`config.mk`:
```
export PLATFORM = sky130hd
export DESIGN_NAME = mcp_mac
export DESIGN_NICKNAME = d
export VERILOG_FILES = /design/src/mcp_pkg.sv /design/src/mcp_mac.sv
export SDC_FILE = /design/constraint.sdc
export NUM_CORES = 1
export LEC_CHECK = 0
export ABC_AREA = 1
export BUFFER_PORTS_ARGS = -buffer_cell sky130_fd_sc_hd__buf_4
export CAP_MARGIN = 30
export CORE_MARGIN = 1.5
export CORE_UTILIZATION = 30
export DETAILED_ROUTE_END_ITERATION = 10
export PLACE_DENSITY = 0.57
export SETUP_SLACK_MARGIN = 0.02
export SLEW_MARGIN = 20
export SYNTH_ARGS = -nofsm -noshare
export SYNTH_HDL_FRONTEND = slang
export SYNTH_SLANG_ARGS = --single-unit
```
`constraint.sdc`:
```
create_clock -name clk_i -period 4.6 [get_ports clk_i]
set_input_delay 0.46 -clock clk_i [delete_from_list [all_inputs] [get_ports clk_i]]
set_output_delay 0.46 -clock clk_i [all_outputs]
set_load 0.005 [all_outputs]
```
`src/mcp_pkg.sv`:
```
// Shared types and constants for the multichannel convolution pixel engine.
// Holds beat payload structs, opcode and register codes, walker control structs.
// No dependencies; every other file in src imports this package.
`default_nettype none

package mcp_pkg;

  // Data word and digit-serial multiply geometry
  localparam int WORD_W  = 16;
  localparam int DIGIT_W = 4;
  localparam int DIGITS  = WORD_W / DIGIT_W;

  // Signed window coordinate width (origin may sit left of or above the image)
  localparam int COORD_W = 10;

  // Channel count as carried to the walker (covers up to 511 channels)
  localparam int CHAN_CNT_W = 9;

  // Configuration port geometry
  localparam int CFG_IDX_W  = 2;
  localparam int CFG_DATA_W = 9;

  typedef enum logic [1:0] {
    OP_LOAD_IMAGE  = 2'd0,
    OP_LOAD_WEIGHT = 2'd1,
    OP_COMPUTE     = 2'd2
  } mcp_op_e;

  typedef enum logic [CFG_IDX_W-1:0] {
    REG_ACTIVE_CHANNELS = 2'd0,
    REG_FILTER_COUNT    = 2'd1,
    REG_CONV_STRIDE     = 2'd2,
    REG_PAD_WIDTH       = 2'd3
  } mcp_reg_e;

  typedef struct packed {
    logic        [1:0]  opcode;
    logic        [5:0]  load_channel;
    logic        [9:0]  load_position;
    logic signed [15:0] load_value;
    logic        [4:0]  out_row;
    logic        [4:0]  out_col;
    logic        [7:0]  filter_index;
  } mcp_in_t;

  typedef struct packed {
    logic signed [15:0] pixel_sum;
    logic        [4:0]  result_row;
    logic        [4:0]  result_col;
    logic        [7:0]  result_filter;
    logic               out_of_range;
  } mcp_out_t;

  // Walk request from the control FSM to the tap walker
  typedef struct packed {
    logic                        start;
    logic [CHAN_CNT_W-1:0]       chans;
    logic signed [COORD_W-1:0]   y0;
    logic signed [COORD_W-1:0]   x0;
  } mcp_walk_cmd_t;

  // Walker status back to the control FSM
  typedef struct packed {
    logic busy;
    logic issue;
  } mcp_walk_sts_t;

endpackage

`default_nettype wire

```
`src/mcp_mac.sv`:
```
// Digit-serial multiply-accumulate: one 16x4 partial product per cycle,
// wrapped 16-bit running sum. Depends on mcp_pkg.
`default_nettype none

module mcp_mac (
  input  wire logic                       clk_i,
  input  wire logic                       rst_ni,
  input  wire logic                       clear_i,
  input  wire logic                       issue_i,
  input  wire logic [mcp_pkg::WORD_W-1:0] img_i,
  input  wire logic [mcp_pkg::WORD_W-1:0] wgt_i,
  output logic                            busy_o,
  output logic      [mcp_pkg::WORD_W-1:0] sum_o
);
  import mcp_pkg::*;

  localparam int CNT_W = (DIGITS > 1) ? $clog2(DIGITS) : 1;
  localparam logic [CNT_W-1:0] DigitLast = CNT_W'(DIGITS - 1);

  logic                      start_q, start_d;
  logic                      act_q, act_d;
  logic [CNT_W-1:0]          dcnt_q, dcnt_d;
  logic [WORD_W-1:0]         sum_q, sum_d;
  logic [WORD_W-1:0]         a_q, a_d;
  logic [WORD_W-DIGIT_W-1:0] b_q, b_d;
  logic [WORD_W-1:0]         opa;
  logic [DIGIT_W-1:0]        opd;
  logic [WORD_W+DIGIT_W-1:0] prod;
  logic [WORD_W-1:0]         part;

  // Pick operands: fresh words on the first digit, shifted copies after
  always_comb begin
    if (start_q) begin
      opa = img_i;
      opd = wgt_i[DIGIT_W-1:0];
    end else begin
      opa = a_q;
      opd = b_q[DIGIT_W-1:0];
    end
    prod = opa * opd;
    part = prod[WORD_W-1:0];
  end

  // Advance the digit sequence and accumulate
  always_comb begin
    start_d = issue_i;
    act_d   = act_q;
    dcnt_d  = dcnt_q;
    a_d     = a_q;
    b_d     = b_q;
    sum_d   = sum_q;
    if (clear_i) begin
      sum_d = '0;
    end else if (start_q || act_q) begin
      sum_d = sum_q + part;
    end
    if (start_q) begin
      a_d    = opa << DIGIT_W;
      b_d    = wgt_i[WORD_W-1:DIGIT_W];
      act_d  = 1'b1;
      dcnt_d = CNT_W'(1);
    end else if (act_q) begin
      a_d    = a_q << DIGIT_W;
      b_d    = b_q >> DIGIT_W;
      dcnt_d = dcnt_q + CNT_W'(1);
      if (dcnt_q == DigitLast) begin
        act_d = 1'b0;
      end
    end
  end

  always_ff @(posedge clk_i or negedge rst_ni) begin
    if (!rst_ni) begin
      start_q <= 1'b0;
      act_q   <= 1'b0;
      dcnt_q  <= '0;
      sum_q   <= '0;
    end else begin
      start_q <= start_d;
      act_q   <= act_d;
      dcnt_q  <= dcnt_d;
      sum_q   <= sum_d;
    end
  end

  // Operand shift registers
  always_ff @(posedge clk_i) begin
    a_q <= a_d;
    b_q <= b_d;
  end

  assign busy_o = start_q || act_q;
  assign sum_o  = sum_q;

endmodule

`default_nettype wire

```
; ---- Yosys cells after proc, flatten, opt, wreduce, memory -nomap -nowiden
; Index checks and enable logic that the tools add are counted.
[totals]
output_inout_bits = 17
regBits = 44
[op_classes]
n_reduce_logical = 3
n_eq_ne = 1
add_sub_neg = 2
multipliers = 1
muxes = 13
[ops]
columns = cell, n
row1 = two-way mux 16 bit, 5
row2 = two-way mux 12 bit, 2
row3 = adder 16 bit, 1
row4 = multiplier 16 x 4 -> 16 bit, 1
row5 = two-way mux 2 bit, 2
row6 = two-way mux 4 bit, 1
row7 = nonzero test 2 bit, 2
row8 = two-way mux 1 bit, 3
row9 = "adder 2 x 1 -> 2 bit, second input constant", 1
row10 = "equality test 2 bit, second input constant", 1
row11 = logical OR 1 bit, 1

; ---- Logic depth before layout (Yosys ltp)
[logic_depth]
depth_word = 5
mapped_depth = 22

; ---- Worst setup path before layout
; OpenSTA, ideal clock, no wires.
[synth_path]
kind = flip-flop to flip-flop
start = register start_q
end = register sum_q[15], in the netlist sum_o[15]
setup_time_ns = 0.117
arrival_time_ns = 3.957
path_stages_with_launch = 20
setup_slack_ns = 0.526
required_ns = 4.483
cell_sequence = dfrtp_1 -> buf_6 -> buf_12 -> buf_2 -> o21ai_0 -> nor2_1 -> fa_1 -> fa_1 -> inv_1 -> fa_1 -> inv_1 -> ha_1 -> a21oi_1 -> o21ai_0 -> nand2_1 -> nand3_1 -> nor2_1 -> nand3_1 -> nand3_1 -> nand2_1
[synth_via]
elab_chain_len = 5
[synth_rtl]
columns = element, line_no
row1 = from (decl), mcp_mac.sv:20  ; logic start_q, start_d;
row2 = from (signal assigned), mcp_mac.sv:79  ; start_q <= start_d;
row3 = two-way mux 16 bit or two-way mux 4 bit (tied branches), mcp_mac.sv:33  ; if (start_q) begin
row4 = multiplier 16 x 4 -> 16 bit, mcp_mac.sv:40  ; prod = opa * opd;
row5 = adder 16 bit, mcp_mac.sv:55  ; sum_d = sum_q + part;
row6 = two-way mux 16 bit, mcp_mac.sv:54  ; end else if (start_q || act_q) begin
row7 = two-way mux 16 bit, mcp_mac.sv:52  ; if (clear_i) begin
row8 = to (signal assigned), mcp_mac.sv:82  ; sum_q <= sum_d;
row9 = to (decl), mcp_mac.sv:23  ; logic [WORD_W-1:0] sum_q, sum_d;
; Several ways; a longest one is shown, not always the timed one. The select of a mux whose other input is x is not followed.
; A chain may end at the register's enable or synchronous reset.

; ---- Worst setup path after layout
; Ends and elaborated chain as after synthesis.

==> PnR_summary.wiki <==
{| class="wikitable"
! Metric !! Value
|-
| Final Max Slew Viols || 0
|-
| Net Count, Synth || around 600
|-
| Starting Density || 0.3062
|-
| Post-layout min period || between 4000 and 5000 ps
|-
| Fraction of layout instances using a drive strength above 1 || 0.1778
|-
| Skew-Pair Late Insertion Delay || 300 ps
|-
| Post-route clock skew || ~9.2 ps
|-
| End of the worst register-to-register path || sum_o[15]$_DFFE_PN0P_
|-
| Antenna cell count || 0
|-
| Distinct cell type count of the synthesized netlist || 33
|-
| Result of the run || completed
|-
| Number of failing hold endpoints at the final stage || 0
|-
| Drt first pass iters || 4
|-
| Average cell area after synthesis || around 8.0 sq um
|-
| Register cell area after layout || about 1200 sq um
|-
| Number of antenna violations at the first check in global routing || 0
|-
| Setup fix buffers added after clock tree synthesis || 0
|-
| Highest clock rate || approximately 0.23 GHz
|-
| Yosys reg bits || 44
|-
| Detailed router's first-iteration violation count || approximately 160
|-
| Worst reg2reg startpoint || start_q$_DFF_PN0_
|-
| Filler Cells Inserted || around 1400
|-
| Leakage power || roughly 2.6 nW
|-
| HP Class || in2async
|-
| RSZ-0062 raised after global routing || yes
|-
| Number of top-level pins || between 50 and 60
|-
| Critical path class || reg2reg
|-
| Clock sinks || 44
|-
| Vias in the first global route || between 3000 and 4000
|-
| Net total in the final layout || around 660
|-
| Chip height || between 100 and 150 microns
|-
| Final Setup Violations || 0
|-
| Post-detailed-route DRC marker count || 0
|-
| Number of H-tree branching levels || 2
|-
| Total Negative Setup Slacks || 0 ps
|-
| Num rows || 42
|-
| Worst reg-to-reg setup slack || about 320 ps
|-
| Maximum vdd ir drop || about 0.19 mV
|-
| Global Route Usage Sum || 0.1470
|-
| Multi-input gate area in the final layout || ~2300 sq um
|-
| Placed wire-length estimate || between 7 and 8 mm
|-
| Power density relative to cell area || roughly 560 nW/um^2
|-
| Gpl congestion || around 0.93
|-
| TritonCTS clock tree || yes
|-
| Pin slew with the least headroom to its limit || a little under 900 ps
|-
| Utilization after layout || 0.3665
|-
| Die W || around 120 microns
|-
| Dominant combinational cell family by area after synthesis || adder cells
|-
| Critical Path Start Type || flip-flop
|-
| Post-synthesis sequential area ratio || 0.3024
|-
| Number of vias per cell || 4.437
|-
| Setup crit start || start_q$_DFF_PN0_
|-
| Wire length of the first global-routing pass || between 15 and 20 mm
|-
| Area share of and/or/nand/nor cells after synthesis || 0.2370
|-
| Total CTS buffers || 5
|-
| Clock buffer depth || 2
|-
| Total congestion overflow after global routing || 0
|-
| Synthesis-to-finish area growth || 19.70%
|-
| Fraction of the mapped netlist area in compound gates || 0.08024
|-
| Synth Area in Adders || 0.2503
|-
| R2R cell count || 19
|-
| Area of the mapped netlist || about 4000 sq um
|-
| Relative slew slack || 0.4022
|-
| Portion of the clock cycle consumed by the worst path in the final layout || 0.9302
|-
| Antenna-violating nets left || 0
|-
| Clk root buf || clkbuf_16
|-
| Total wire length after detailed routing || approximately 9.6 mm
|-
| Register clock-pin slew on the reported worst setup and hold paths || approximately 70 ps
|-
| Total of buffers placed on input and output ports || between 50 and 60
|-
| Vias after detailed routing || approximately 3300
|-
| Core Region || 13190 sq um
|-
| Maximum number of pins on one net before global-route repair || 28
|-
| Die area || 14170 sq um
|-
| DR WL/cell || between 10 and 15 microns
|-
| Required time of the critical path || around 4800 ps
|-
| Number of cells produced by synthesis || a little over 500
|-
| Hold-fix buffers at CTS || 0
|-
| Number of warnings issued by yosys || 0
|-
| Post-Synth XOR/XNOR Area || 0.002169
|-
| Critical path arrival || about 4500 ps
|-
| Worst Setup End Kind || flip-flop
|-
| Largest fanout on the critical path || 15
|-
| Worst Hold Slack || 35.04 ps
|-
| Max-capacitance violation count || 0
|-
| Multiplexer share of the synthesized area || 0
|}
-- report_power, final --
group / leakage, nW / switching, W / total, W / internal, W
Combinational: 1.96 / 0.00104 / 0.00168 / 0.000635
Clock: 0.0804 / 0.000173 / 0.000432 / 0.000259
Sequential: 0.513 / 0.0000572 / 0.000596 / 0.000539
-- metal layers --
metal,up-vias,GRT usage,routed length [microns]
li1,1669,-,-
met1,1514,0.1914,4455
met2,98,0.2486,4469
met3,20,0.02874,464
met4,0,0.04142,177
met5,-,0,0
-- critical path: stages, from the launching register on --
cell      delay [ps]
dfrtp_2          450
buf_4            210
o21ai_1          190
clkinv_1         130
buf_4            180
nor2_1           130
fa_1             460
fa_1             540
inv_1             50
fa_1             490
inv_1             40
ha_1             350
a21oi_1          210
o21ai_0          160
nand2_1          100
nand3_1           60
nor2_1           160
nand3_1          100
nand3_1           90
nand2_1           50
-- through the flow --
| step | cells | total power [W] | setup slack [ps] | cell area [sq um] |
|---|---|---|---|---|
| after global placement | 736 | 0.002244 | 231.5 | 4658 |
| final | 744 | 0.002703 | 321.0 | 4835 |
| after global routing | 744 | 0.003052 | 4.988 | 4835 |
| after CTS | 744 | 0.002712 | 106.6 | 4830 |
| after detailed placement | 736 | 0.002266 | 113.0 | 4658 |
| after floorplan | 505 | 0.001827 | 526.1 | 4039 |
-- cell type report --
cell class	instances	area share
multi-input cells	337	0.4767
flip-flops and latches	44	0.2528
repair buffers	63	0.09783
inverters	116	0.09161
well taps	176	0.04555
clock buffers	5	0.02588
clock inverters	3	0.009576
-- cells in the final DEF, fill, tap and decap left out, types with 2 or more instances in the layout --
master	count
inv_1	110
nand2_1	98
nor2_1	73
buf_4	63
fa_1	38
edfxtp_1	24
nand3_1	22
ha_1	20
dfrtp_1	19
a21oi_1	18
o21ai_0	13
o21ai_1	11
or2_2	8
nand2_2	7
o22ai_1	7
nand2_4	5
clkbuf_16	5
inv_2	3
a22o_1	3
clkinv_1	2
nor2_4	2
nor3_1	2
o31ai_1	2
nand4_1	2
-- what timing repair did --
action | CTS | global route
gates resized for setup | 0 | 8
setup endpoints to repair | 0 | 7
hold endpoints to repair | 0 | 0
-- registers in the layout, summed over array words and instances (netlist names) --
| name | cells |
|---|---|
| sum_o | 16 |
| a_q | 12 |
| b_q | 12 |
| dcnt_q | 2 |
| act_q | 1 |
| start_q | 1 |
-- cells by family (layout without fill, tap and decap cells) --
family / count (synthesis) / after routing
AOI/OAI and AO/OA: 58 / 58
xor gates and xnor gates: 1 / 1
adders and majority gates: 58 / 58
buffers and inverters: 124 / 187
DFF: 44 / 44
and+or+nand+nor: 220 / 220
-- synth_stat cells, drive strengths merged --
cell type | instances | share of area
edfxtp | 24 | 0.18
o21bai | 1 | 0.0019
nor3 | 2 | 0.0025
a21oi | 19 | 0.024
buf | 8 | 0.018
nand4 | 2 | 0.0031
o31ai | 2 | 0.0037
a21o | 1 | 0.0019
xor2 | 1 | 0.0022
nor2 | 75 | 0.073
ha | 20 | 0.062
dfrtp | 20 | 0.12
o21ai | 25 | 0.032
inv | 114 | 0.11
nand3 | 23 | 0.030
nand2 | 110 | 0.12
clkinv | 2 | 0.0019
a22o | 3 | 0.0065
o22ai | 7 | 0.011
or2 | 8 | 0.012
fa | 38 | 0.19
-- how the worst max path moves through the flow --
stage,slack [ps],endpoint,depth (start not counted)
floorplan,530,sum_o[15]$_DFFE_PN0P_,19
global placement,230,sum_o[15]$_DFFE_PN0P_,17
CTS,110,sum_o[15]$_DFFE_PN0P_,17
finish,320,sum_o[15]$_DFFE_PN0P_,19
detailed placement,110,sum_o[15]$_DFFE_PN0P_,17
global route,5,sum_o[15]$_DFFE_PN0P_,20
No activity file was read; power rests on OpenSTA's default activity.
