==> src/mcp_pkg.sv <==
// Shared types and constants for the multichannel convolution pixel engine.
// Holds beat payload structs, opcode and register codes, walker control structs.
// No dependencies; every other file in src imports this package.
`default_nettype none

package mcp_pkg;

  // Data word and digit-serial multiply geometry
  localparam int WORD_W  = 16;
  localparam int DIGIT_W = 4;
  localparam int DIGITS  = WORD_W / DIGIT_W;

  // Signed window coordinate width (origin may sit left of or above the image)
  localparam int COORD_W = 10;

  // Channel count as carried to the walker (covers up to 511 channels)
  localparam int CHAN_CNT_W = 9;

  // Configuration port geometry
  localparam int CFG_IDX_W  = 2;
  localparam int CFG_DATA_W = 9;

  typedef enum logic [1:0] {
    OP_LOAD_IMAGE  = 2'd0,
    OP_LOAD_WEIGHT = 2'd1,
    OP_COMPUTE     = 2'd2
  } mcp_op_e;

  typedef enum logic [CFG_IDX_W-1:0] {
    REG_ACTIVE_CHANNELS = 2'd0,
    REG_FILTER_COUNT    = 2'd1,
    REG_CONV_STRIDE     = 2'd2,
    REG_PAD_WIDTH       = 2'd3
  } mcp_reg_e;

  typedef struct packed {
    logic        [1:0]  opcode;
    logic        [5:0]  load_channel;
    logic        [9:0]  load_position;
    logic signed [15:0] load_value;
    logic        [4:0]  out_row;
    logic        [4:0]  out_col;
    logic        [7:0]  filter_index;
  } mcp_in_t;

  typedef struct packed {
    logic signed [15:0] pixel_sum;
    logic        [4:0]  result_row;
    logic        [4:0]  result_col;
    logic        [7:0]  result_filter;
    logic               out_of_range;
  } mcp_out_t;

  // Walk request from the control FSM to the tap walker
  typedef struct packed {
    logic                        start;
    logic [CHAN_CNT_W-1:0]       chans;
    logic signed [COORD_W-1:0]   y0;
    logic signed [COORD_W-1:0]   x0;
  } mcp_walk_cmd_t;

  // Walker status back to the control FSM
  typedef struct packed {
    logic busy;
    logic issue;
  } mcp_walk_sts_t;

endpackage

`default_nettype wire

==> src/mcp_walker.sv <==
// Tap walker: steps channel, window row and window column, skips border taps,
// and issues store reads spaced for the digit-serial MAC. Depends on mcp_pkg.
`default_nettype none

module mcp_walker #(
  parameter int IMAGE_SIZE = 32,
  parameter int WINDOW     = 5,
  parameter int IMG_AW     = 16,
  parameter int WGT_AW     = 11
) (
  input  wire logic                  clk_i,
  input  wire logic                  rst_ni,
  input  wire mcp_pkg::mcp_walk_cmd_t cmd_i,
  output mcp_pkg::mcp_walk_sts_t      sts_o,
  output logic [IMG_AW-1:0]          img_addr_o,
  output logic [WGT_AW-1:0]          wgt_addr_o
);
  import mcp_pkg::*;

  localparam int TAP_W  = (WINDOW > 1) ? $clog2(WINDOW) : 1;
  localparam int WAIT_W = (DIGITS > 1) ? $clog2(DIGITS) : 1;
  localparam int SZ_W   = $clog2(IMAGE_SIZE + 1) + 1;
  localparam int OW     = (IMG_AW > COORD_W + SZ_W) ? IMG_AW : COORD_W + SZ_W;
  localparam logic [TAP_W-1:0]          WinLast  = TAP_W'(WINDOW - 1);
  localparam logic [WAIT_W-1:0]         WaitInit = WAIT_W'(DIGITS - 1);
  localparam logic signed [COORD_W-1:0] ImgLim   = COORD_W'(IMAGE_SIZE);
  localparam logic signed [OW-1:0]      ImgRowS  = OW'(IMAGE_SIZE);
  localparam logic [IMG_AW-1:0]         RowStep  = IMG_AW'(IMAGE_SIZE);
  localparam logic [IMG_AW-1:0]         ChanStep = IMG_AW'(IMAGE_SIZE * IMAGE_SIZE);

  logic                      setup_q, setup_d;
  logic                      walk_q, walk_d;
  logic [WAIT_W-1:0]         wait_q, wait_d;
  logic [CHAN_CNT_W-1:0]     chans_q, chans_d;
  logic [CHAN_CNT_W-1:0]     c_q, c_d;
  logic [TAP_W-1:0]          i_q, i_d;
  logic [TAP_W-1:0]          j_q, j_d;
  logic signed [COORD_W-1:0] y0_q, y0_d;
  logic signed [COORD_W-1:0] x0_q, x0_d;
  logic signed [COORD_W-1:0] yy_q, yy_d;
  logic signed [COORD_W-1:0] xx_q, xx_d;
  logic [IMG_AW-1:0]         corg_q, corg_d;
  logic [IMG_AW-1:0]         row_q, row_d;
  logic [IMG_AW-1:0]         ia_q, ia_d;
  logic [WGT_AW-1:0]         wa_q, wa_d;
  logic signed [OW-1:0]      org_full;
  logic [IMG_AW-1:0]         org;
  logic                      inb;
  logic                      act;
  logic                      issue;
  logic                      last_tap;

  // Window origin address inside channel 0
  always_comb begin
    org_full = OW'(y0_q) * ImgRowS + OW'(x0_q);
    org      = org_full[IMG_AW-1:0];
  end

  // Tap decode: border taps are skipped without waiting, image taps wait for the MAC
  always_comb begin
    inb      = (yy_q >= 0) && (yy_q < ImgLim) && (xx_q >= 0) && (xx_q < ImgLim);
    act      = walk_q && (!inb || (wait_q == '0));
    issue    = act && inb;
    last_tap = (j_q == WinLast) && (i_q == WinLast) &&
               (c_q == chans_q - CHAN_CNT_W'(1));
  end

  // Walk sequencing
  always_comb begin
    setup_d = 1'b0;
    walk_d  = walk_q;
    chans_d = chans_q;
    y0_d    = y0_q;
    x0_d    = x0_q;
    c_d     = c_q;
    i_d     = i_q;
    j_d     = j_q;
    yy_d    = yy_q;
    xx_d    = xx_q;
    corg_d  = corg_q;
    row_d   = row_q;
    ia_d    = ia_q;
    wa_d    = wa_q;
    if (issue) begin
      wait_d = WaitInit;
    end else if (wait_q != '0) begin
      wait_d = wait_q - WAIT_W'(1);
    end else begin
      wait_d = wait_q;
    end

    if (cmd_i.start) begin
      setup_d = 1'b1;
      chans_d = cmd_i.chans;
      y0_d    = cmd_i.y0;
      x0_d    = cmd_i.x0;
      yy_d    = cmd_i.y0;
      xx_d    = cmd_i.x0;
      c_d     = '0;
      i_d     = '0;
      j_d     = '0;
      wa_d    = '0;
      wait_d  = '0;
    end else if (setup_q) begin
      corg_d = org;
      row_d  = org;
      ia_d   = org;
      walk_d = 1'b1;
    end else if (act) begin
      wa_d = wa_q + WGT_AW'(1);
      if (j_q != WinLast) begin
        j_d  = j_q + TAP_W'(1);
        xx_d = xx_q + COORD_W'(1);
        ia_d = ia_q + IMG_AW'(1);
      end else if (i_q != WinLast) begin
        j_d   = '0;
        i_d   = i_q + TAP_W'(1);
        yy_d  = yy_q + COORD_W'(1);
        xx_d  = x0_q;
        row_d = row_q + RowStep;
        ia_d  = row_q + RowStep;
      end else begin
        j_d    = '0;
        i_d    = '0;
        c_d    = c_q + CHAN_CNT_W'(1);
        yy_d   = y0_q;
        xx_d   = x0_q;
        corg_d = corg_q + ChanStep;
        row_d  = corg_q + ChanStep;
        ia_d   = corg_q + ChanStep;
      end
      if (last_tap) begin
        walk_d = 1'b0;
      end
    end
  end

  always_ff @(posedge clk_i or negedge rst_ni) begin
    if (!rst_ni) begin
      setup_q <= 1'b0;
      walk_q  <= 1'b0;
      wait_q  <= '0;
      chans_q <= '0;
      c_q     <= '0;
      i_q     <= '0;
      j_q     <= '0;
    end else begin
      setup_q <= setup_d;
      walk_q  <= walk_d;
      wait_q  <= wait_d;
      chans_q <= chans_d;
      c_q     <= c_d;
      i_q     <= i_d;
      j_q     <= j_d;
    end
  end

  // Coordinates and addresses
  always_ff @(posedge clk_i) begin
    y0_q   <= y0_d;
    x0_q   <= x0_d;
    yy_q   <= yy_d;
    xx_q   <= xx_d;
    corg_q <= corg_d;
    row_q  <= row_d;
    ia_q   <= ia_d;
    wa_q   <= wa_d;
  end

  assign sts_o.busy  = setup_q || walk_q;
  assign sts_o.issue = issue;
  assign img_addr_o  = ia_q;
  assign wgt_addr_o  = wa_q;

endmodule

`default_nettype wire

==> config.mk <==
export PLATFORM = sky130hd
export DESIGN_NAME = mcp_walker
export DESIGN_NICKNAME = d
export VERILOG_FILES = /design/src/mcp_pkg.sv /design/src/mcp_walker.sv
export SDC_FILE = /design/constraint.sdc
export NUM_CORES = 1
export LEC_CHECK = 0
export BUFFER_PORTS_ARGS = -buffer_cell sky130_fd_sc_hd__buf_2
export CELL_PAD_IN_SITES_DETAIL_PLACEMENT = 1
export CELL_PAD_IN_SITES_GLOBAL_PLACEMENT = 1
export CORE_ASPECT_RATIO = 1.1
export CORE_MARGIN = 4
export CORE_UTILIZATION = 47
export DETAILED_ROUTE_END_ITERATION = 8
export GPL_ROUTABILITY_DRIVEN = 0
export GPL_TIMING_DRIVEN = 0
export HOLD_SLACK_MARGIN = 0.12
export MAX_ROUTING_LAYER = met4
export PLACE_DENSITY_LB_ADDON = 0.1
export SLEW_MARGIN = 15
export SYNTH_ARGS = -nofsm -noshare
export SYNTH_HDL_FRONTEND = slang
export SYNTH_SLANG_ARGS = --single-unit
==> constraint.sdc <==
create_clock -name clk_i -period 2.7 [get_ports clk_i]
set_input_delay 0.54 -clock clk_i [delete_from_list [all_inputs] [get_ports clk_i]]
set_output_delay 0.54 -clock clk_i [all_outputs]
set_load 0.05 [all_outputs]
* Word level (Yosys, flattened, before mapping)
Index checks and enable logic that the tools add are counted.
** Operators by class
- Add/subtract/negate cells :: 12
- Magnitude comparators :: 4
- Equality and inequality tests :: 10
- Muxes and demuxes :: 41
- Bitwise logic cells :: 2
- Reductions and logical operators :: 24
** Operators with widths (count)
- 2-to-1 mux 16 bit :: 11
- 2-to-1 mux 10 bit :: 9
- 2-to-1 mux 9 bit :: 5
- 2-to-1 mux 3 bit :: 9
- adder 10 x 2 -> 10 bit (second input constant) :: 2
- >= comparator 10 x 1 -> 1 bit (second input constant) :: 2
- < comparator 10 x 7 -> 1 bit (second input constant) :: 2
- adder 15 x 10 -> 16 bit :: 1
- adder 16 x 1 -> 16 bit (second input constant) :: 1
- adder 16 x 11 -> 16 bit (second input constant) :: 1
- adder 16 x 6 -> 16 bit (second input constant) :: 1
- adder 11 x 1 -> 11 bit (second input constant) :: 1
- != test 2 bit (second input constant) :: 5
- adder 9 x 1 -> 9 bit (second input constant) :: 1
- equality test 9 bit :: 1
- AND reduction 3 bit :: 3
- subtractor 9 x 1 -> 9 bit (second input constant) :: 1
- AND reduction 4 bit :: 2
- nonzero test 2 bit :: 4
- logical AND 1 bit :: 7
- adder 3 x 1 -> 3 bit (second input constant) :: 2
- equality test 3 bit (second input constant) :: 2
- 2-to-1 mux 2 bit :: 3
- != test 3 bit (second input constant) :: 2
- other kinds (8) :: 15
** Storage, ports and cells
- Bits in registers :: 127
- Input bits :: 32
- Logic and storage cells :: 108

* Depth between registers and ports, before layout
Gate-level depths: netlist of run 1.
- Depth after elaboration :: 10
- Gate-level depth with buffers :: 9
- Gate-level depth less buffers :: 9

* Worst setup path after synthesis of run 1
Ideal clock, no wire load.
- Path kind :: input port to flip-flop
- Start point :: in cmd_i[29] in the netlist's numbering
- End point :: reg ia_q[0] (netlist: img_addr_o[0]), enable pin
- Setup time :: 0.394 ns
- Data arrival time :: 2.008 ns
- Slack :: 0.298 ns
- Cell stages on the path :: 4
- Buffers on the path :: 3
- Cell sequence :: clkbuf_1 clkbuf_1 clkbuf_1 a21oi_1
** Between the ends
- Longest elaborated chain between the ends :: 2
** Ends and longest elaborated chain
- from (decl) :: RTL line mcp_walker.sv:13 : input wire mcp_pkg::mcp_walk_cmd_t cmd_i,
- inverter 1 bit (no line)
- AND reduction 2 bit (no line)
- to (signal assigned) :: RTL line mcp_walker.sv:166 : ia_q <= ia_d;
- to (decl) :: RTL line mcp_walker.sv:44 : logic [IMG_AW-1:0] ia_q, ia_d;
Every way passes these cells.
A chain may end at the register's enable or synchronous reset.

* Worst setup path in the final report of run 1
- Start point :: reg yy_q[8]
- End point :: out sts_o[0] in the netlist's numbering
** Between the ends
- Longest elaborated chain between the ends :: 8
- Elaborated cells between the ends (all ways) :: 9
- Classes of those cells :: order compare: 2; reduce/logical: 7
** Ends and longest elaborated chain
- from (decl) :: RTL line mcp_walker.sv:40 : logic signed [COORD_W-1:0] yy_q, yy_d;
- from (signal assigned) :: RTL line mcp_walker.sv:162 : yy_q <= yy_d;
- >= comparator 10 x 1 -> 1 bit or < comparator 10 x 7 -> 1 bit (tied branches) :: RTL line mcp_walker.sv:61 : inb = (yy_q >= 0) && (yy_q < ImgLim) && (xx_q >= 0) && (xx_q < ImgLim);
- logical AND 1 bit (*) (3 in a row) :: RTL line mcp_walker.sv:61
- logical NOT 1 bit :: RTL line mcp_walker.sv:62 : act = walk_q && (!inb || (wait_q == '0));
- logical OR 1 bit :: RTL line mcp_walker.sv:62
- logical AND 1 bit :: RTL line mcp_walker.sv:62
- logical AND 1 bit (*) :: RTL line mcp_walker.sv:63 : issue = act && inb;
- to (decl) :: RTL line mcp_walker.sv:14 : output mcp_pkg::mcp_walk_sts_t sts_o,
Every way passes the cells marked *; elsewhere a longest branch is shown, timed or not.

==> results by stage, run 1 <==
Global routing:
- The number of antenna violations at the first check in global routing came to 0.
- The residual overflow from global routing is 0.
- The maximum number of pins on one net before global-route repair is 29.
- The via count of the first global-routing pass is roughly 6000.
- The first global-routing pass estimated 31600 um of wire.
- For this run, the total global-route usage over all layers was measured as 24.4%.

Floorplan:
- The floorplan die width is around 120 um.
- The vertical extent of the die is 137 um.
- The starting density of the core is 48.5%.
- In this run the core area contains 46 standard-cell rows.
- In this run the count of I/O pins placed on the die edge is 61.
- The area of the die is 17000 um^2.
- The floorplan core area is between 10000 and 15000 um^2.

Layout:
- The final net count is 852.
- The fraction of layout cells with a size suffix above 1 is 16.5%.
- Fill cells in the final layout number 1693.
- Summing all multi-input logic gate instances after layout gives about 3300 um^2.
- The finished layout holds ~1000 standard cells, fillers aside.
- The antenna diode instance count is 0.
- The area growth from synthesis to layout is 16.5%.
- The sequential cells in the finished layout cover a total of 3560 um^2.

Clock tree:
- The clock transition time at the flip-flop clock pins of the worst setup and hold paths is 50 ps.
- The TritonCTS clock tree is done.
- The number of H-tree levels is 4.
- The buffer depth of the longest clock path is 2.
- The number of CTS-inserted buffers is 17.
- The tree built by TritonCTS fans out to 127 sinks.
- Hold repair after CTS inserted 0 buffers.
- The master cell of the clock root buffer is sky130_fd_sc_hd__clkbuf_16.
- The insertion delay of the later-clocked pin in the worst-skew pair is 420 ps.

Place:
- The number of buffers inserted by port buffering is 60.
- The sum of net half-perimeters after detailed placement is between 10000 and 15000 um.
- The number of placed instances with taps included is roughly 960.
- The worst slack at placement is -574 ps.

Critical path:
- Broken down by cell family, the worst path's largest delay share belongs to simple AND/OR/NAND/NOR gates.
- The startpoint identified for the worst register-to-register timing path is x0_q[5].
- The minimum setup slack among reg-to-reg paths is 140 ps.
- The worst register-to-register path ends at img_addr_o[15].
- The cell count of the worst reg-to-reg path is 9.
- The largest driver fanout on the critical path is 2.
- The required time of the critical path is 2160 ps.
- At the worst endpoint, the arrival time is 2090 ps.
- The type of destination of the critical path is an output pin.
- On the critical path, the stage with the largest delay is an instance of sky130_fd_sc_hd__or4_4.
- The startpoint type of the worst setup path is a flip-flop.
- In this design, the stage delay of the slowest critical-path cell is 590 ps.
- The critical path goes through or4_4, nor3_4, and3_4, buf_4, buf_6.
- The critical path is of the flip-flop to output pin type.
- The number of buffers and inverters on the critical path is 2.

Pwr:
- VDD sags by at most around 0.00034 V.
- For this design the static power due to leakage is 3.34 nW.
- The internal power summed over all cells is between 3 and 4 mW.
- The clock network burns between 30% and 40% of the power.
- For this design the total switching power over the nets is 1.53 mW.
- Net switching is 28.7% of the power.
- Sequential cells account for 45.5% of the total power.
- The combinational fraction of design power is 17.0%.
- The ratio of total power to cell area is 648 nW/um^2.

Drt:
- The number of DRC markers after the initial detailed-route iteration is 328.
- The total routed wirelength is 19700 um.
- The first detailed-routing pass ran for 5 iterations.
- After detailed routing, the average wire length per cell comes to 19.8 um.
- The post-detailed-route count of antenna-violating nets is 0.
- In the routed layout, each cell is associated on average with a via count of approximately 5.7.
- The via count is 5662.
- The residual DRC count is 0.

Yosys:
- sky130_fd_sc_hd__edfxtp_1 is the most common cell in the netlist.
- The synthesized netlist devotes 4.71% of its cell area to adder and majority cells.
- By area, the combinational part of the netlist is dominated by simple AND/OR/NAND/NOR gates.
- In the post-synthesis netlist, the biggest area contributors are sky130_fd_sc_hd__edfxtp_1 37%, sky130_fd_sc_hd__dfrtp_1 9.9%, sky130_fd_sc_hd__xnor2_1 4.6%, sky130_fd_sc_hd__o21ai_0 4.5%, sky130_fd_sc_hd__ha_1 4.4%.
- The number of enable-type register cells in the synthesized netlist is 88.
- Sequential elements use 50.5% of the synthesized area.
- Summing every instance area after synthesis gives 7060 um^2.
- The flip-flop and latch count after synthesis is 127.
- The xor/xnor cell area share of the yosys netlist is 8.44%.
- The share of synthesized registers carrying an async set or reset is 22.0%.
- The top cell type's share of synthesized area is a little under two fifths.
- The library cell with the largest summed area after synthesis is sky130_fd_sc_hd__edfxtp_1.
- The compound-gate portion of the synthesized area is 11.1%.
- The leading register cell type out of synthesis is sky130_fd_sc_hd__edfxtp_1.
- Each instance of the synthesized netlist takes up on average 9.98 um^2.
- The number of warnings reported in the yosys synthesis log is 0.
- The area fraction in and, or, nand and nor cells after synthesis is between 10% and 20%.
- The number of nets in the synthesized netlist is 765.
- The number of instances in the synthesized netlist is ~710.
- Ranked by instance count, the synthesized netlist is headed by 88 x sky130_fd_sc_hd__edfxtp_1, 73 x sky130_fd_sc_hd__nand2_1, 68 x sky130_fd_sc_hd__nor2_1, 63 x sky130_fd_sc_hd__o21ai_0, 49 x sky130_fd_sc_hd__a21oi_1.
- The mux cell area share after synthesis is 4.95%.
- The post-synthesis cell type count is 48.

Timing:
- The setup skew after layout is 7.08 ps.
- The aggregate negative setup slack is 0 ps.
- The pin slew with the least headroom to its limit is about 820 ps.
- The total count of max-transition violations in the final report was 0.
- Setup repair after global routing left no endpoint under its margin.
- The final count of negative-setup-slack endpoints is 0.
- The maximum frequency from static timing analysis is 380 MHz.
- The worst path meets setup with between 60 and 70 ps of slack.
- The share of the clock period used by the worst path after layout is a little over nine tenths.
- The final hold violation count is 0.
- Headroom to the max-slew limit came out at 45.1%.
- The worst path in the final design needs a cycle of 2630 ps, including I/O delays and setup.

Status:
- The run finished with clean final reports.

Run:
- Across the run, the number of max-cap violations was 0.

Worst hold path:
- The tightest min-delay check is of the input port to async pin type.
==> routing by layer <==
| metal | track usage [%] | up-vias | share of wire (%) |
|---|---|---|---|
| li1 | - | 2690 | - |
| met2 | 42.8 | 124 | 52 |
| met5 | - | - | 0 |
| met4 | 9.34 | 0 | 2.6 |
| met1 | 28.4 | 2811 | 42 |
| met3 | 4.06 | 37 | 3.6 |
==> cells in the final DEF, fill, tap and decap left out, drive strengths merged, types with 6 or more instances in the layout <==
cell | Yosys | final
a21oi | 49 | 49
and3 | 11 | 11
buf | 3 | 72
clkbuf | 23 | 45
clkinv | 0 | 7
dfrtp | 28 | 28
dfxtp | 11 | 11
edfxtp | 88 | 88
ha | 25 | 25
inv | 35 | 35
mux2 | 15 | 15
mux2i | 18 | 18
nand2 | 73 | 73
nand2b | 9 | 9
nand3 | 33 | 33
nand4 | 14 | 14
nor2 | 69 | 69
nor3 | 12 | 12
o21ai | 63 | 63
or3 | 6 | 6
xnor2 | 37 | 37
xor2 | 31 | 31
==> logic make-up (layout without fill, tap and decap cells) <==
group,after synthesis,in the layout
AO/OA/AOI/OAI,139,139
XOR/XNOR,68,68
adder cells (fa/ha/maj),26,26
buffers and inverters,61,161
flip-flops,127,127
multiplexers,33,33
AND/OR/NAND/NOR,253,253
==> flip-flops by register name, indices dropped and copies added, names as in the netlist <==
signal,cells
setup_q,1
walk_q,1
chans_q,9
corg_q,16
wait_q,2
img_addr_o,16
wgt_addr_o,11
row_q,16
i_q,3
yy_q,10
x0_q,10
xx_q,10
y0_q,10
c_q,9
j_q,3
==> power by group through the flow <==
stage | combinational (mW) | clock (mW) | sequential (mW)
after floorplan | 0.526 | 0 | 2.53
after global placement | 0.843 | 0 | 2.45
after detailed placement | 0.886 | 0 | 2.46
after CTS | 0.899 | 2.02 | 2.42
after global routing | 1.00 | 2.11 | 2.44
final | 0.905 | 2.00 | 2.42
==> per-stage QoR <==
step	util (%)	area (um^2)	total power, mW	hold WS (ps)
3_3_place_gp	52.2	7600	3.29	482
5_1_grt	56.5	8220	5.56	176
2_1_floorplan	-	7060	3.05	244
4_1_cts	56.2	8180	5.35	154
3_5_place_dp	52.4	7630	3.35	487
6_report	56.5	8220	5.33	141
==> final cells by class <==
cell class / instances / share of cell area [%]
sequential: 127 / 43.3
multi-input combinational: 519 / 40.1
clock buffer: 23 / 5.57
timing repair buffer: 68 / 4.60
tap: 192 / 2.92
inverter: 35 / 1.60
buffer: 26 / 1.35
clock inverter: 9 / 0.563
==> how the worst max path moves through the flow <==
stage	startpoint	endpoint	slack (ps)	depth (start not counted)
5_1_grt	yy_q[5]	yy_q[8]	6	5
3_3_place_gp	cmd_i[29]	img_addr_o[7]	-980	5
2_1_floorplan	cmd_i[29]	img_addr_o[0]	300	4
3_5_place_dp	cmd_i[29]	img_addr_o[7]	-570	6
4_1_cts	yy_q[8]	sts_o[0]	20	5
6_report	yy_q[8]	sts_o[0]	70	5
==> repair_timing <==
| action | CTS | global route |
|---|---|---|
| pin swaps | 1 | 0 |
| endpoints found under the setup margin | 39 | 21 |
| gates cloned | 0 | 0 |
| resized for setup | 8 | 10 |
| buffers inserted | 3 | 3 |
Note: power is estimated with default switching activity, not from simulation.
==> run 2: changes to the inputs <==
--- a/config.mk
+++ b/config.mk
@@ -16,7 +16,7 @@
 export GPL_TIMING_DRIVEN = 0
 export HOLD_SLACK_MARGIN = 0.12
 export MAX_ROUTING_LAYER = met4
-export PLACE_DENSITY_LB_ADDON = 0.1
+export PLACE_DENSITY_LB_ADDON = 0.05
 export SLEW_MARGIN = 15
 export SYNTH_ARGS = -nofsm -noshare
 export SYNTH_HDL_FRONTEND = slang
==> run 2 against run 1 <==
Against the previous run: core utilization is 0.56 points higher; critical path depth is 1 lower; register-to-register slack worse by 20 ps; setup slack better by 27 ps; maximum frequency is 1.0% higher; clock power is 16% higher; via count is 0.44% higher; clock skew is 2.0 ps higher; final cell count is 0.10% lower; global-route usage is 0.51 points higher.
==> results by stage, run 2 (synthesized netlist as in run 1, its figures left out) <==
Critical path:
- The worst setup path is launched from a flip-flop.
- Traced cell by cell, the critical path runs through or4_4, nor3_4, and3_4, buf_8.
- The largest driver fanout on the critical path is 4 (+2).
- In this run the critical register-to-register path is launched from yy_q[6].
- The type of destination of the critical path is an output pin.
- The end of the worst register-to-register path is xx_q[2].
- The delay of the slowest cell on the worst path is 590 ps (about the same).
- For this design, the slowest cell found on the critical path is sky130_fd_sc_hd__or4_4.
- The required time of the critical path came to 2160 ps (about the same).
- The minimum setup slack among reg-to-reg paths is 120 ps (-20 ps).
- The data arrival time at the worst-slack endpoint is 2060 ps (-30 ps).
- The worst setup path is of the flip-flop to output pin kind.
- The cell count of the worst reg-to-reg path came to 5 (-4).
- The total stage count of the critical path came to 4 (-1).
- The family of cells with the greatest summed delay on the critical path is simple AND/OR/NAND/NOR gates.
- The source of the critical timing path is yy_q[6].
- The most critical setup path has its endpoint at sts_o[0].
- The number of buffer and inverter instances along the worst setup path is 1 (-1).

Drt:
- The via-per-instance ratio came to 5.70 (+0.54%).
- The total routed wirelength is 20200 um (+2.3%).
- The number of detailed-route iterations in the first pass was 5 (unchanged).
- The via count was 5687 (+0.44%).
- The post-detailed-route count of antenna-violating nets is 0 (unchanged).
- The final routed wire length divided by cell count is 20.2 um (+2.4%).
- The number of DRC markers after the initial detailed-route iteration is 408 (+24%).
- The residual DRC count came to 0 (unchanged).

Pwr:
- The share of power burned in registers was 42.8% (-2.7 points).
- The total leakage power is 3.38 nW (+1.2%).
- The power share of the clock group is 41.0% (+3.5 points).
- The ratio of total power to cell area is 682 nW/um^2 (+5.3%).
- The combinational fraction of design power is 16.2% (-0.8 points).
- The switching component of the power was 1.59 mW (+4.2%).
- The switching power share of the total is 28.1% (-0.58 points).
- The internal power summed over all cells came to 4.07 mW (+7.2%).
- The maximum vdd drop is 0.000389 V (+14%).

Timing:
- The final count of negative-setup-slack endpoints is 0 (unchanged).
- The final hold violation count is 0 (unchanged).
- The worst slew margin relative to its limit is 45.6% (+0.45 points).
- The total count of max-transition violations in the final report was 0 (unchanged).
- The pin slew with the least headroom to its limit is 816 ps (-6.77 ps).
- The minimum clock period is 2600 ps (-27.0 ps).
- The share of the clock period used by the worst path after layout is 96.5% (-1.0 points).
- The setup skew after layout came to 9.07 ps (+1.99 ps).
- The post-route worst setup slack was 95.7 ps (+27.0 ps).
- Setup repair after global routing left no endpoint under its margin.
- The maximum frequency from static timing analysis is 384 MHz (+1.0%).
- The worst hold margin is 136 ps (-5.04 ps).

Floorplan:
- The number of top-level design ports is 61 (unchanged).
- The floorplan core area is 14600 um^2 (unchanged).
- The number of standard-cell rows in the floorplan is 46 (unchanged).
- The vertical extent of the die was 137 um (unchanged).
- The area of the die came to 17000 um^2 (unchanged).
- The floorplan die width is 125 um (unchanged).
- The starting density of the core was 48.5% (unchanged).

Global routing:
- The maximum number of pins on one net before global-route repair is 29 (unchanged).
- The via count of the first global-routing pass is 6071 (+0.51%).
- The overall global routing resource usage is 24.9% (+0.51 points).
- The global-route wire length before repair is 32100 um (+1.6%).
- The residual overflow from global routing is 0 (unchanged).
- The number of antenna violations at the first check in global routing is 0 (unchanged).

Clock tree:
- The sink count of the clock tree is 127 (unchanged).
- The clock transition time at the flip-flop clock pins of the worst setup and hold paths is 60 ps (about the same).
- The insertion delay of the later-clocked pin in the worst-skew pair is 430 ps (about the same).
- The cts-stage hold buffer count is 0 (unchanged).
- TritonCTS built the clock tree.
- The buffer depth of the longest clock path is 2 (unchanged).
- The master cell of the clock root buffer is sky130_fd_sc_hd__clkbuf_16.
- The number of CTS-inserted buffers is 17 (unchanged).
- The number of H-tree levels is 4 (unchanged).

Layout:
- The register cell area after layout is 3560 um^2 (unchanged).
- The area overhead of the layout relative to synthesis is 17.6%.
- The antenna diode instance count is 0 (unchanged).
- Leaving out fill and tap cells, the most frequent cell in the layout is sky130_fd_sc_hd__edfxtp_1.
- The final net count was 851 (-0.12%).
- The fraction of layout cells with a size suffix above 1 is 17.0% (+0.52 points).
- The footprint of the multi-input gates is 3290 um^2 (about the same).
- The number of fill cells is 1667 (-1.5%).
- The finished layout cell area is 8300 um^2 (+0.99%).
- In the layout the commonest cells are 88 x sky130_fd_sc_hd__edfxtp_1, 73 x sky130_fd_sc_hd__nand2_1, 66 x sky130_fd_sc_hd__nor2_1.

Place:
- The number of buffers inserted by port buffering is 60 (unchanged).
- The worst slack at placement is -625 ps (-51.1 ps).
- The total placed instance area is 7630 um^2 (unchanged).
- The sum of net half-perimeters after detailed placement is 14700 um (+1.2%).

Status:
- The flow ran to the end, and the final reports show no timing, DRC or antenna violations.

Run:
- The max-cap violation count was 0 (unchanged).

Worst hold path:
- The type of the tightest min-delay check is input port to async pin.
[run 2: per-layer routing]
layer	GRT usage, %	up-vias	routed length (um)
met1	28.8	2852	8480
met5	-	-	0
met2	44.4	125	10600
li1	-	2679	-
met3	4.53	31	751
met4	8.01	0	393
[run 2: cell type report]
type                            count  area share, %
Sequential cell                   127           42.9
Multi-Input combinational cell    519           39.7
Clock buffer                       18           5.29
Timing Repair Buffer               68           4.60
Tap cell                          192           2.89
Clock inverter                     14           1.78
Inverter                           35           1.58
Buffer                             25           1.27
[run 2: worst min path at each step]
stage                          to  slack (ps)  depth (start not counted)
floorplan                  c_q[0]         240                          0
global placement    wgt_addr_o[1]         480                          2
detailed placement  wgt_addr_o[1]         490                          2
CTS                        c_q[5]         140                          1
global route           chans_q[5]         190                          1
finish                     c_q[8]         140                          1
[run 2: per-stage QoR]
stage / power [mW] / TNS, ps / utilization, % / cells
global route: 5.89 / 0 / 57.0 / 998
finish: 5.66 / 0 / 57.0 / 998
global placement: 3.30 / -33460 / 52.2 / 959
detailed placement: 3.36 / -25140 / 52.4 / 961
floorplan: 3.05 / 0 / - / 707
CTS: 5.68 / 0 / 56.8 / 997
[run 2: timing repair]
item / CTS / global route
resized for setup: 9 / 9
setup buffers: 4 / 2
endpoints found under the setup margin: 54 / 38
pin swaps: 1 / 2
[run 2: power by group through the flow]
stage	registers (mW)	clock network, mW	logic [mW]
floorplan	2.53	0	0.526
global placement	2.45	0	0.850
detailed placement	2.46	0	0.895
CTS	2.42	2.34	0.913
global route	2.44	2.43	1.01
finish	2.42	2.32	0.915
